--- src/rtl/sst_pkg.sv ---
// Shared types and constants for the looping sine tone source.
// Holds field widths, register indexes, fixed-point constants and the
// configuration state encoding. No dependencies.
package sst_pkg;

    localparam int unsigned SAMPLE_W    = 16;
    localparam int unsigned INDEX_W     = 16;
    localparam int unsigned PHASE_W     = 16;
    localparam int unsigned HZ_W        = 16;
    localparam int unsigned PCT_W       = 7;
    localparam int unsigned AMP_W       = 31;
    localparam int unsigned Q30_W       = 31;
    localparam int unsigned S17_W       = 18;
    localparam int unsigned CFG_INDEX_W = 8;
    localparam int unsigned CFG_DATA_W  = 16;
    localparam int unsigned IN_DATA_W   = 8;
    localparam int unsigned OUT_DATA_W  = 48;

    localparam logic [CFG_INDEX_W-1:0] REG_TONE_HZ       = 8'd0;
    localparam logic [CFG_INDEX_W-1:0] REG_LEVEL_PERCENT = 8'd1;

    localparam logic [HZ_W-1:0]  HZ_MIN      = 16'd20;
    localparam logic [HZ_W-1:0]  HZ_MAX      = 16'd20000;
    localparam logic [HZ_W-1:0]  HZ_DEFAULT  = 16'd440;
    localparam logic [7:0]       PCT_MIN     = 8'd1;
    localparam logic [7:0]       PCT_MAX     = 8'd100;
    localparam logic [PCT_W-1:0] PCT_DEFAULT = 7'd20;

    // floor(32767 * 65536 * pct / 100) = AMP_WHOLE * pct + floor(12 * pct / 100)
    localparam logic [31:0] AMP_WHOLE    = 32'd21474181;
    localparam logic [15:0] AMP_FRAC_MUL = 16'd492;
    localparam int unsigned AMP_FRAC_SH  = 12;

    localparam logic [Q30_W-1:0] Q30_ONE = 31'd1073741824;
    localparam logic [Q30_W-1:0] K1      = 31'd1686629713;
    localparam logic [Q30_W-1:0] K3      = 31'd693598668;
    localparam logic [Q30_W-1:0] K5      = 31'd85569306;
    localparam logic [Q30_W-1:0] K7      = 31'd5026995;
    localparam logic [Q30_W-1:0] K9      = 31'd172272;
    localparam logic [S17_W-1:0] S17_MAX = 18'd131072;

    typedef enum logic [1:0] {
        CFG_IDLE,
        CFG_GCD,
        CFG_DIV,
        CFG_LEN
    } cfg_state_t;

    typedef struct packed {
        logic                busy;
        logic [HZ_W-1:0]     eff_hz;
        logic [AMP_W-1:0]    amp;
        logic [INDEX_W-1:0]  loop_len;
    } cfg_status_t;

    typedef struct packed {
        logic [PHASE_W-1:0] phase;
        logic [INDEX_W-1:0] index;
        logic               last;
    } frame_t;

endpackage

--- src/rtl/sst_phase.sv ---
// Loop position and phase accumulator for the sine tone source.
// Builds the frame descriptor for each accepted transfer. Depends on sst_pkg.
module sst_phase #(
    parameter int SAMPLE_RATE = 44100
) (
    input  logic                        clk,
    input  logic                        rst_n,
    input  logic                        accept,
    input  logic                        restart,
    input  logic [sst_pkg::HZ_W-1:0]    eff_hz,
    input  logic [sst_pkg::INDEX_W-1:0] loop_len,
    output sst_pkg::frame_t             frame
);
    import sst_pkg::*;

    localparam logic [17:0] RATE1 = 18'(SAMPLE_RATE);
    localparam logic [17:0] RATE2 = 18'(2 * SAMPLE_RATE);
    localparam logic [17:0] RATE3 = 18'(3 * SAMPLE_RATE);

    logic [PHASE_W-1:0] phase_reg;
    logic [INDEX_W-1:0] pos_reg;
    logic               wrap;
    logic [PHASE_W-1:0] cur_phase;
    logic [INDEX_W-1:0] cur_pos;
    logic               last;
    logic [17:0]        sum;
    logic [17:0]        sum_mod;

    always_comb
    begin
        wrap      = restart || (pos_reg >= loop_len);
        cur_phase = wrap ? '0 : phase_reg;
        cur_pos   = wrap ? '0 : pos_reg;
        last      = ({1'b0, cur_pos} + 17'd1) >= {1'b0, loop_len};
        sum       = 18'(cur_phase) + 18'(eff_hz);
        if (sum >= RATE3)
            sum_mod = sum - RATE3;
        else if (sum >= RATE2)
            sum_mod = sum - RATE2;
        else if (sum >= RATE1)
            sum_mod = sum - RATE1;
        else
            sum_mod = sum;
    end

    always_ff @(posedge clk or negedge rst_n)
    begin
        if (!rst_n)
        begin
            phase_reg <= '0;
            pos_reg   <= '0;
        end
        else if (accept)
        begin
            if (last)
            begin
                phase_reg <= '0;
                pos_reg   <= '0;
            end
            else
            begin
                phase_reg <= sum_mod[PHASE_W-1:0];
                pos_reg   <= cur_pos + 16'd1;
            end
        end
    end

    assign frame.phase = cur_phase;
    assign frame.index = cur_pos;
    assign frame.last  = last;

    a_phase_range: assert property (@(posedge clk) disable iff (!rst_n)
        18'(phase_reg) < RATE1)
        else $error("phase accumulator out of range");

endmodule

--- config.mk ---
export PLATFORM = sky130hd
export DESIGN_NAME = sst_phase
export DESIGN_NICKNAME = d
export VERILOG_FILES = /design/src/rtl/sst_pkg.sv /design/src/rtl/sst_phase.sv
export SDC_FILE = /design/constraint.sdc
export NUM_CORES = 1
export LEC_CHECK = 0
export BUFFER_PORTS_ARGS = -buffer_cell sky130_fd_sc_hd__buf_2
export CORE_MARGIN = 8
export CORE_UTILIZATION = 25
export DETAILED_ROUTE_END_ITERATION = 16
export PLACE_DENSITY = 0.47
export SYNTH_ARGS = -nofsm -noshare
export SYNTH_HDL_FRONTEND = slang
export SYNTH_SLANG_ARGS = --single-unit
--- constraint.sdc ---
create_clock -name clk -period 9.6 [get_ports clk]
set_input_delay 1.92 -clock clk [delete_from_list [all_inputs] [get_ports clk]]
set_output_delay 1.92 -clock clk [all_outputs]
set_load 0.05 [all_outputs]
==> metrics.txt <==
Syn Area/Cell 7.78 um^2; synth top area cells dfrtp_1, ha_1, and2_1; Crit path max-delay family compound AO/OA/AOI/OAI gates; Multi-input gate area approximately 0.0032 mm^2; Vias per Instance 5.03; die width roughly 150 um; slowest cell on the critical path a2111oi_0; share of layout cells above drive strength 1 17.6%; achievable frequency 121 MHz; Worst IR Drop VDD about 0.089 mV; Ports 69; Antenna Nets Post-Route 0; fin crit period just over 8 ns; Synth area leader dfrtp_1; max cap viols 0; reg2reg start pos_reg[9]; worst-path fanout max 5; Worst Path Buf+Inv 4; Critical R2R Capture phase_reg[14]; worst slew pin tran around 0.95 ns; Crit. End Element primary output; CTS max path bufs 2; Layout area overhead 15.6%; initial antenna violation count 0; DRT iter0 DRCs 197; Worst EP arrival 6.31 ns; detailed-route DRC error count 0; Fillers 1870; initial core utilization 25.3%; largest net degree at the start of global routing 57; DP HPWL approximately 10 mm; Setup crit start kind primary input; GRT Total Usage 12.0%; worst min path class flip-flop to flip-flop; Root Driver clkbuf_16; Yosys top cell area share a little under a fifth; CP Cell Sequence buf_2, inv_1, ha_1, a21o_1, a21o_1, a21oi_1, nor2_1, a2111oi_0, a21boi_2, and2_1, ha_1, nand3_1, xnor2_1, and2_1, ha_1, nand3_1, nor3_1, nor3_1, a2111oi_0, nor3_2, inv_1, buf_2; crit-path most repeated cell ha_1; final core utilization 29.3%; vias 4211; worst skew pair latency 0.27 ns; TritonCTS clock tree yes; min setup slack post-route around 1.4 ns; flop2flop setup slack between 3 and 4 ns; R2R depth 23; Hold Slack 0.509 ns; total congestion overflow 0; Antenna diodes 0; # hold bufs at CTS 0; Main synth FF type dfrtp_1; yosys warns 0; crit path capture frame[0]; # port buffers about 70; setup TNS 0 ns; Setup Viol. Count Final 0; share of synthesized registers carrying an async set or reset 100%; Yosys reg bits 32; Synth Instances about 560; post-synthesis sequential area ratio 18.5%; design area 0.00501 mm^2; clk_skew approximately 0.0034 ns; Final Hold Fails 0; Final GP Congestion 0.861; EDFF count, synth 0; cell area after synthesis approximately 0.0043 mm^2; Die Footprint 0.0218 mm^2; Core Area approximately 0.017 mm^2; Lkg Pwr 2.38 nW; first-pass GRT wire length 21.8 mm; post-CTS setup repair buffer count 0; WP data required 7.68 ns; PostCTS Resize Cnt 0; slew margin rel. a little under two fifths; Clock Pin Slew Worst Setup and Hold Paths 0.06 ns; Worst path depth 22; routed wire length about 13 mm; Clock Sinks 32; Critical Path Start loop_len[9]; Placement Cell Area 0.00486 mm^2; Die Height 148 um; Seq. cell area around 800 um^2; Final Net Count 701; H-tree levels 2; PD cells 213 mW/mm^2; post-synth cell types 76; TritonCTS buffer count 5; crit-path max cell delay 0.53 ns; syn_nets 647; pre-CTS setup slack around 1.3 ns; TritonRoute pass-1 iters 5; drt wl/cell 15.6 um; RSZ-0062 raised after global routing false; ratio of final minimum period to clock period 85.7%; fin. max-slew vios 0; number of global-route vias before repair 4369; WS Path Type primary input to primary output; status completed; Site Rows 48
## kinds of logic (layout without fill, tap and decap cells)
group,Yosys count,after routing,synth area share (%)
flops,32,32,18.5
fa+ha+maj,54,54,15.8
xor+xnor,27,27,5.46
mux,2,2,0.491
simple gates,195,195,24.8
compound gates,162,162,26.8
buf+inv,85,140,8.12
## worst min-delay path: stages, from the launching register on
cell and delay (ns):
dfrtp_1 0.33, inv_1 0.04, o32ai_1 0.09
## synth_stat cells, types with 4 or more instances
cell type  instances
inv_1             61
ha_1              53
and2_1            47
nand3_1           35
o21ai_0           35
dfrtp_1           32
nand2_1           27
nor2_1            26
xnor2_1           23
a21oi_1           21
a21o_1            17
a211oi_1          13
clkbuf_1          13
nor3_1            11
o22ai_1           11
nand4_1            9
a2111oi_0          7
and3_1             6
o21a_1             6
a31oi_1            5
buf_2              5
nand2b_1           5
nand3b_1           4
xor2_1             4
## stage by stage
stage | power, W | cells
finish | 0.00107 | 837
global route | 0.00116 | 837
CTS | 0.00107 | 837
detailed placement | 0.000902 | 829
global placement | 0.000901 | 829
floorplan | 0.000747 | 557
## worst min-delay path by stage
stage / endpoint / cells past startpoint / from / slack, ns
4_1_cts: phase_reg[8] / 2 / phase_reg[8] / 0.51
2_1_floorplan: phase_reg[5] / 2 / phase_reg[5] / 0.46
3_3_place_gp: phase_reg[8] / 2 / phase_reg[8] / 0.50
5_1_grt: phase_reg[15] / 2 / phase_reg[15] / 0.53
3_5_place_dp: phase_reg[8] / 2 / phase_reg[8] / 0.50
6_report: phase_reg[8] / 2 / phase_reg[8] / 0.51
## cells in the final DEF (no fill, tap or decap), drive strengths merged, types with 6 or more instances in the layout
master and n:
buf 71, inv 61, ha 53, and2 48, o21ai 37, nand3 36, dfrtp 32, nand2 27
nor2 26, a21oi 25, xnor2 23, a21o 19, a211oi 15, nor3 12, o22ai 11, nand4 9
clkbuf 8, a2111oi 7, and3 7, o21a 6, or3 6
## layer usage
layer  share of wire [%]  global-route usage [%]  vias to the layer above
li1                    -                       -                     2128
met1                  47                    15.4                     1971
met2                  48                    21.1                      100
met3                 3.8                    1.93                       12
met4                0.91                    2.29                        0
met5                   0                       0                        -
## area by class of cell
| type | count | share of cell area (%) |
|---|---|---|
| Sequential cell | 32 | 16.0 |
| Tap cell | 225 | 5.62 |
| Clock buffer | 8 | 2.92 |
| Timing Repair Buffer | 71 | 7.24 |
| Inverter | 61 | 4.57 |
| Multi-Input combinational cell | 440 | 63.7 |
## power by group
part	internal, W	total [W]	switching, W	leakage, nW
clock network	0.000103	0.000162	0.0000584	0.0712
logic	0.000265	0.000720	0.000455	1.89
registers	0.000168	0.000186	0.0000175	0.416
total	0.000536	0.00107	0.000531	2.38
Power figures use the tool's default switching activity.
