File: src/rtl/sst_pkg.sv
// Shared types and constants for the looping sine tone source.
// Holds field widths, register indexes, fixed-point constants and the
// configuration state encoding. No dependencies.
package sst_pkg;

    localparam int unsigned SAMPLE_W    = 16;
    localparam int unsigned INDEX_W     = 16;
    localparam int unsigned PHASE_W     = 16;
    localparam int unsigned HZ_W        = 16;
    localparam int unsigned PCT_W       = 7;
    localparam int unsigned AMP_W       = 31;
    localparam int unsigned Q30_W       = 31;
    localparam int unsigned S17_W       = 18;
    localparam int unsigned CFG_INDEX_W = 8;
    localparam int unsigned CFG_DATA_W  = 16;
    localparam int unsigned IN_DATA_W   = 8;
    localparam int unsigned OUT_DATA_W  = 48;

    localparam logic [CFG_INDEX_W-1:0] REG_TONE_HZ       = 8'd0;
    localparam logic [CFG_INDEX_W-1:0] REG_LEVEL_PERCENT = 8'd1;

    localparam logic [HZ_W-1:0]  HZ_MIN      = 16'd20;
    localparam logic [HZ_W-1:0]  HZ_MAX      = 16'd20000;
    localparam logic [HZ_W-1:0]  HZ_DEFAULT  = 16'd440;
    localparam logic [7:0]       PCT_MIN     = 8'd1;
    localparam logic [7:0]       PCT_MAX     = 8'd100;
    localparam logic [PCT_W-1:0] PCT_DEFAULT = 7'd20;

    // floor(32767 * 65536 * pct / 100) = AMP_WHOLE * pct + floor(12 * pct / 100)
    localparam logic [31:0] AMP_WHOLE    = 32'd21474181;
    localparam logic [15:0] AMP_FRAC_MUL = 16'd492;
    localparam int unsigned AMP_FRAC_SH  = 12;

    localparam logic [Q30_W-1:0] Q30_ONE = 31'd1073741824;
    localparam logic [Q30_W-1:0] K1      = 31'd1686629713;
    localparam logic [Q30_W-1:0] K3      = 31'd693598668;
    localparam logic [Q30_W-1:0] K5      = 31'd85569306;
    localparam logic [Q30_W-1:0] K7      = 31'd5026995;
    localparam logic [Q30_W-1:0] K9      = 31'd172272;
    localparam logic [S17_W-1:0] S17_MAX = 18'd131072;

    typedef enum logic [1:0] {
        CFG_IDLE,
        CFG_GCD,
        CFG_DIV,
        CFG_LEN
    } cfg_state_t;

    typedef struct packed {
        logic                busy;
        logic [HZ_W-1:0]     eff_hz;
        logic [AMP_W-1:0]    amp;
        logic [INDEX_W-1:0]  loop_len;
    } cfg_status_t;

    typedef struct packed {
        logic [PHASE_W-1:0] phase;
        logic [INDEX_W-1:0] index;
        logic               last;
    } frame_t;

endpackage

File: src/rtl/sst_cfg.sv
// Configuration registers and loop length unit for the sine tone source.
// Loop length comes from a binary gcd followed by a restoring divide.
// Depends on sst_pkg.
module sst_cfg #(
    parameter int SAMPLE_RATE     = 44100,
    parameter int MAX_LOOP_CYCLES = 1000
) (
    input  logic                            clk,
    input  logic                            rst_n,
    input  logic                            cfg_valid,
    output logic                            cfg_ready,
    input  logic [sst_pkg::CFG_INDEX_W-1:0] cfg_index,
    input  logic [sst_pkg::CFG_DATA_W-1:0]  cfg_data,
    output sst_pkg::cfg_status_t            status
);
    import sst_pkg::*;

    localparam int MAX_W = $clog2(MAX_LOOP_CYCLES + 1);
    localparam int CAP_W = HZ_W + MAX_W;
    localparam logic [HZ_W-1:0]    RATE       = 16'(SAMPLE_RATE);
    localparam logic [INDEX_W-1:0] RATE_TENTH = 16'(SAMPLE_RATE / 10);
    localparam logic [MAX_W-1:0]   MAX_CYC    = MAX_W'(MAX_LOOP_CYCLES);

    cfg_state_t          st_reg, st_next;
    logic [HZ_W-1:0]     eff_hz_reg;
    logic [PCT_W-1:0]    pct_reg;
    logic [AMP_W-1:0]    amp_reg;
    logic [HZ_W-1:0]     a_reg, a_next;
    logic [HZ_W-1:0]     b_reg, b_next;
    logic [3:0]          sh_reg, sh_next;
    logic [HZ_W-1:0]     rem_reg, rem_next;
    logic [INDEX_W-1:0]  quo_reg, quo_next;
    logic [3:0]          cnt_reg, cnt_next;
    logic [INDEX_W-1:0]  len_reg, len_next;

    logic                write_hit;
    logic [HZ_W-1:0]     data_hz;
    logic [HZ_W-1:0]     new_hz;
    logic [PCT_W-1:0]    new_pct;
    logic [HZ_W:0]       rem_try;
    logic [HZ_W-1:0]     g_full;
    logic [CAP_W-1:0]    cap;
    logic [31:0]         amp_whole;
    logic [15:0]         amp_frac;

    assign cfg_ready = 1'b1;
    assign write_hit = cfg_valid && (cfg_index == REG_TONE_HZ || cfg_index == REG_LEVEL_PERCENT);

    always_comb
    begin
        data_hz = cfg_data[HZ_W-1:0];
        if (data_hz < HZ_MIN || data_hz > HZ_MAX)
            data_hz = HZ_DEFAULT;
        new_hz = (cfg_index == REG_TONE_HZ) ? data_hz : eff_hz_reg;
        if (cfg_data[7:0] < PCT_MIN)
            new_pct = PCT_W'(PCT_MIN);
        else if (cfg_data[7:0] > PCT_MAX)
            new_pct = PCT_W'(PCT_MAX);
        else
            new_pct = cfg_data[PCT_W-1:0];
    end

    always_comb
    begin
        st_next  = st_reg;
        a_next   = a_reg;
        b_next   = b_reg;
        sh_next  = sh_reg;
        rem_next = rem_reg;
        quo_next = quo_reg;
        cnt_next = cnt_reg;
        len_next = len_reg;
        rem_try  = {rem_reg, RATE[cnt_reg]};
        g_full   = a_reg << sh_reg;
        cap      = CAP_W'(a_reg) * CAP_W'(MAX_CYC);
        case (st_reg)
            CFG_IDLE:
            begin
            end
            CFG_GCD:
            begin
                if (a_reg == b_reg)
                begin
                    a_next   = g_full;
                    rem_next = '0;
                    quo_next = '0;
                    cnt_next = 4'd15;
                    st_next  = CFG_DIV;
                end
                else if (!a_reg[0] && !b_reg[0])
                begin
                    a_next  = a_reg >> 1;
                    b_next  = b_reg >> 1;
                    sh_next = sh_reg + 4'd1;
                end
                else if (!a_reg[0])
                    a_next = a_reg >> 1;
                else if (!b_reg[0])
                    b_next = b_reg >> 1;
                else if (a_reg > b_reg)
                    a_next = a_reg - b_reg;
                else
                    b_next = b_reg - a_reg;
            end
            CFG_DIV:
            begin
                if (rem_try >= {1'b0, a_reg})
                begin
                    rem_next = HZ_W'(rem_try - {1'b0, a_reg});
                    quo_next = {quo_reg[INDEX_W-2:0], 1'b1};
                end
                else
                begin
                    rem_next = rem_try[HZ_W-1:0];
                    quo_next = {quo_reg[INDEX_W-2:0], 1'b0};
                end
                if (cnt_reg == 4'd0)
                    st_next = CFG_LEN;
                else
                    cnt_next = cnt_reg - 4'd1;
            end
            CFG_LEN:
            begin
                len_next = (CAP_W'(eff_hz_reg) <= cap) ? quo_reg : RATE_TENTH;
                st_next  = CFG_IDLE;
            end
            default:
                st_next = CFG_IDLE;
        endcase
        if (write_hit)
        begin
            st_next = CFG_GCD;
            a_next  = RATE;
            b_next  = new_hz;
            sh_next = '0;
        end
    end

    always_ff @(posedge clk or negedge rst_n)
    begin
        if (!rst_n)
        begin
            st_reg     <= CFG_GCD;
            eff_hz_reg <= HZ_DEFAULT;
            pct_reg    <= PCT_DEFAULT;
            a_reg      <= RATE;
            b_reg      <= HZ_DEFAULT;
            sh_reg     <= '0;
            rem_reg    <= '0;
            quo_reg    <= '0;
            cnt_reg    <= '0;
            len_reg    <= '0;
        end
        else
        begin
            st_reg  <= st_next;
            a_reg   <= a_next;
            b_reg   <= b_next;
            sh_reg  <= sh_next;
            rem_reg <= rem_next;
            quo_reg <= quo_next;
            cnt_reg <= cnt_next;
            len_reg <= len_next;
            if (cfg_valid && cfg_index == REG_TONE_HZ)
                eff_hz_reg <= data_hz;
            if (cfg_valid && cfg_index == REG_LEVEL_PERCENT)
                pct_reg <= new_pct;
        end
    end

    assign amp_whole = AMP_WHOLE * 32'(pct_reg);
    assign amp_frac  = AMP_FRAC_MUL * 16'(pct_reg);

    always_ff @(posedge clk)
    begin
        amp_reg <= AMP_W'(amp_whole + 32'(amp_frac[15:AMP_FRAC_SH]));
    end

    assign status.busy     = (st_reg != CFG_IDLE);
    assign status.eff_hz   = eff_hz_reg;
    assign status.amp      = amp_reg;
    assign status.loop_len = len_reg;

    a_write_busy: assert property (@(posedge clk) disable iff (!rst_n)
        write_hit |=> status.busy)
        else $error("loop length unit not started by register write");

    a_len_ready: assert property (@(posedge clk) disable iff (!rst_n)
        !status.busy |-> len_reg != '0)
        else $error("idle with zero loop length");

endmodule

File: config.mk
export PLATFORM = sky130hd
export DESIGN_NAME = sst_cfg
export DESIGN_NICKNAME = d
export VERILOG_FILES = /design/src/rtl/sst_pkg.sv /design/src/rtl/sst_cfg.sv
export SDC_FILE = /design/constraint.sdc
export NUM_CORES = 1
export LEC_CHECK = 0
export BUFFER_PORTS_ARGS = -buffer_cell sky130_fd_sc_hd__buf_2
export CAP_MARGIN = 5
export CORE_UTILIZATION = 35
export CTS_CLUSTER_DIAMETER = 120
export DETAILED_ROUTE_END_ITERATION = 6
export HOLD_SLACK_MARGIN = 0.03
export SLEW_MARGIN = 20
export SYNTH_ARGS = -nofsm -noshare
export SYNTH_HDL_FRONTEND = slang
export SYNTH_SLANG_ARGS = --single-unit
export TNS_END_PERCENT = 30
File: constraint.sdc
create_clock -name clk -period 17 [get_ports clk]
set_input_delay 2.55 -clock clk [delete_from_list [all_inputs] [get_ports clk]]
set_output_delay 2.55 -clock clk [all_outputs]
set_load 0.03 [all_outputs]
==> results.yml <==
yosys:
  ys_warn_count: 0
  ys_ff_latch: 144
  synthDistinctLibCells: 90
  yosysMostFrequentCell: "ha_1"
  synth-seq-area-share: 0.224
  synth-simple-area-share: 0.106
  synth_mux_area_frac: 0.0378
  synthFlopType: "dfrtp_1"
  synthCells: 1704
  synth_top_area_share: 0.189
  syn_nets: 2059
  ys_top_cells_by_count: "ha_1 (235), inv_1 (204), nand2_1 (127)"
  synth_top_family_by_area: "adder cells"
  yosys.area.top_type: "ha_1"
  avgSynthCellArea_um2: 9.11
  synthTopCellsByArea: "ha_1 (19%), dfrtp_1 (15%), fa_1 (12%), inv_1 (4.9%), dfxtp_1 (4.0%)"
  synthArstFlopShare: 0.785
  synthXorXnorAreaFrac: 0.0479
  synth_fa_ha_area_frac: 0.309
  synth-edff-count: 0
  syn_area_mm2: 0.0155
  synth_compound_area_frac: 0.204
worst_setup_path:
  slowest_delay_ns: 0.68
  cp_max_fo: 8
  crit_slowest_cell: "fa_1"
  ff2ff_setup_slack_ns: 9.24
  rr_startpoint: "pct_reg[2]"
  worstSetupEndpointType: "register"
  cp.required_ns: 17.38
  crit_type: "register to register"
  worstSetupStartpointType: "register"
  arrival_ns: 8.14
  rr_worst_depth: 28
  worst_r2r_endpoint: "amp_reg[24]"
die:
  coreArea_mm2: 0.0435
  io_pins: 92
  die_h_um: 213
  fp.dieW_um: 213
  rows: 76
  start_util: 0.357
  die_area_mm2: 0.0452
detailed_routing:
  drt_wl_total_um: 43400
  drc: 0
  firstDrtPassIters: 5
  viasPerCell: 5.39
  drt-initial-drc-count: 766
  postRouteAntennaNets: 0
  wl_per_cell_um: 18.5
  vias: 12700
sta:
  period_share: 0.456
  skew_ns: 0.00741
  hold_violations: 0
  drv_slew: 0
  slew_headroom: 0.302
  tns_ns: 0
  rsz0062_at_grt: "false"
  worst_slew_pin_slew_ns: 1.04
  fin_crit_ns: 7.76
  clock.fmax_mhz: 129
  setup_viol: 0
cts:
  hold_buffers: 0
  numCtsBuffers: 17
  cts_tree: "yes"
  cts_root_buf: "clkbuf_16"
  postCtsSetupBuffers: 0
  cts_resized: 0
  htreeDepth: 4
  cts.sinks: 144
  clockBufferDepth: 2
  clkSlewWorstSetupHoldPaths_ns: 0.07
  clk_latency_ns: 0.45
final_layout:
  multi_input_area_mm2: 0.0110
  fin_nets: 2110
  largest_register_ffs: 31
  fillers: 4436
  diodes: 0
  final_area_mm2: 0.0171
  drive_gt1_frac: 0.103
  synthToLayoutAreaGrowth_pct: 9.99
  register_area_mm2: 0.00347
global_routing:
  grt_pass1_wl_um: 70300
  grt_pass1_vias: 12800
  gr-total-overflow: 0
  grtUsageTotal: 0.199
  antenna_found_initial: 0
  grt_start_max_net_pins: 66
place:
  dp_hpwl_um: 34100
  gp_congestion: 0.898
  dpl-instance-area_mm2: 0.0164
  port_buffers: 90
min_path:
  holdPathStages: 2
  hold_class: "register to register"
  holdCritStartpoint: "b_reg[3]"
  worstHoldEndpoint: "b_reg[3]"
job:
  cap_violations: 0
status:
  status: "completed"
layout make-up:
cell class,instances,area share
sequential,144,0.203
clock buffer,17,0.0249
clock inverter,15,0.00996
tap,585,0.0429
timing repair buffer,97,0.0305
multi-input combinational,1290,0.643
inverter,205,0.0450
stage by stage:
stage / hold WS [ns] / util / instances / setup slack [ns]
global placement: 0.492 / 0.378 / 2319 / 9.46
floorplan: 0.470 / - / 1704 / 10.06
detailed placement: 0.495 / 0.378 / 2319 / 9.32
CTS: 0.512 / 0.392 / 2351 / 9.28
finish: 0.510 / 0.393 / 2353 / 9.24
global route: 0.519 / 0.393 / 2353 / 8.72
worst max path at each step:
stage	startpoint	to	slack (ns)	cells past startpoint
floorplan	pct_reg[2]	amp_reg[29]	10.06	27
global placement	pct_reg[2]	amp_reg[29]	9.46	27
detailed placement	pct_reg[2]	amp_reg[24]	9.32	28
CTS	pct_reg[2]	amp_reg[24]	9.28	28
global route	pct_reg[2]	amp_reg[24]	8.72	28
finish	pct_reg[2]	amp_reg[24]	9.24	28
kinds of logic (layout without fill, tap and decap cells):
family | Yosys count | after routing
multiplexers | 53 | 53
flip-flops | 144 | 144
buffers and inverters | 270 | 334
adder cells (fa/ha/maj) | 328 | 328
XOR/XNOR | 85 | 85
AO/OA/AOI/OAI | 465 | 465
other | 1 | 1
AND/OR/NAND/NOR | 358 | 358
placed cells by master, fill, tap and decap left out, types with 36 or more instances in the layout:
| cell | instances |
|---|---|
| a21o_1 | 36 |
| nor2_1 | 106 |
| buf_2 | 89 |
| nand2_1 | 127 |
| a21oi_1 | 102 |
| inv_1 | 204 |
| o21ai_0 | 101 |
| fa_1 | 93 |
| xnor2_1 | 54 |
| mux2i_1 | 43 |
| ha_1 | 235 |
| dfrtp_1 | 94 |
critical path, delay by kind of cell, from the launching register on:
family	cells	cell delay (ns)
fa+ha+maj	8	3.59
compound gates	12	2.60
flops	1	0.66
buf+inv	5	0.39
simple gates	2	0.31
xor+xnor	1	0.13
routing by layer:
layer	track usage	vias to the layer above	wire length, um
li1	-	6109	-
met5	0	-	0
met4	0.0581	0	853
met2	0.325	311	20100
met3	0.0253	48	1790
met1	0.274	6218	20700
Power is not shown: default switching activity piles up to over one toggle a cycle in this logic, so the estimate is an artifact.
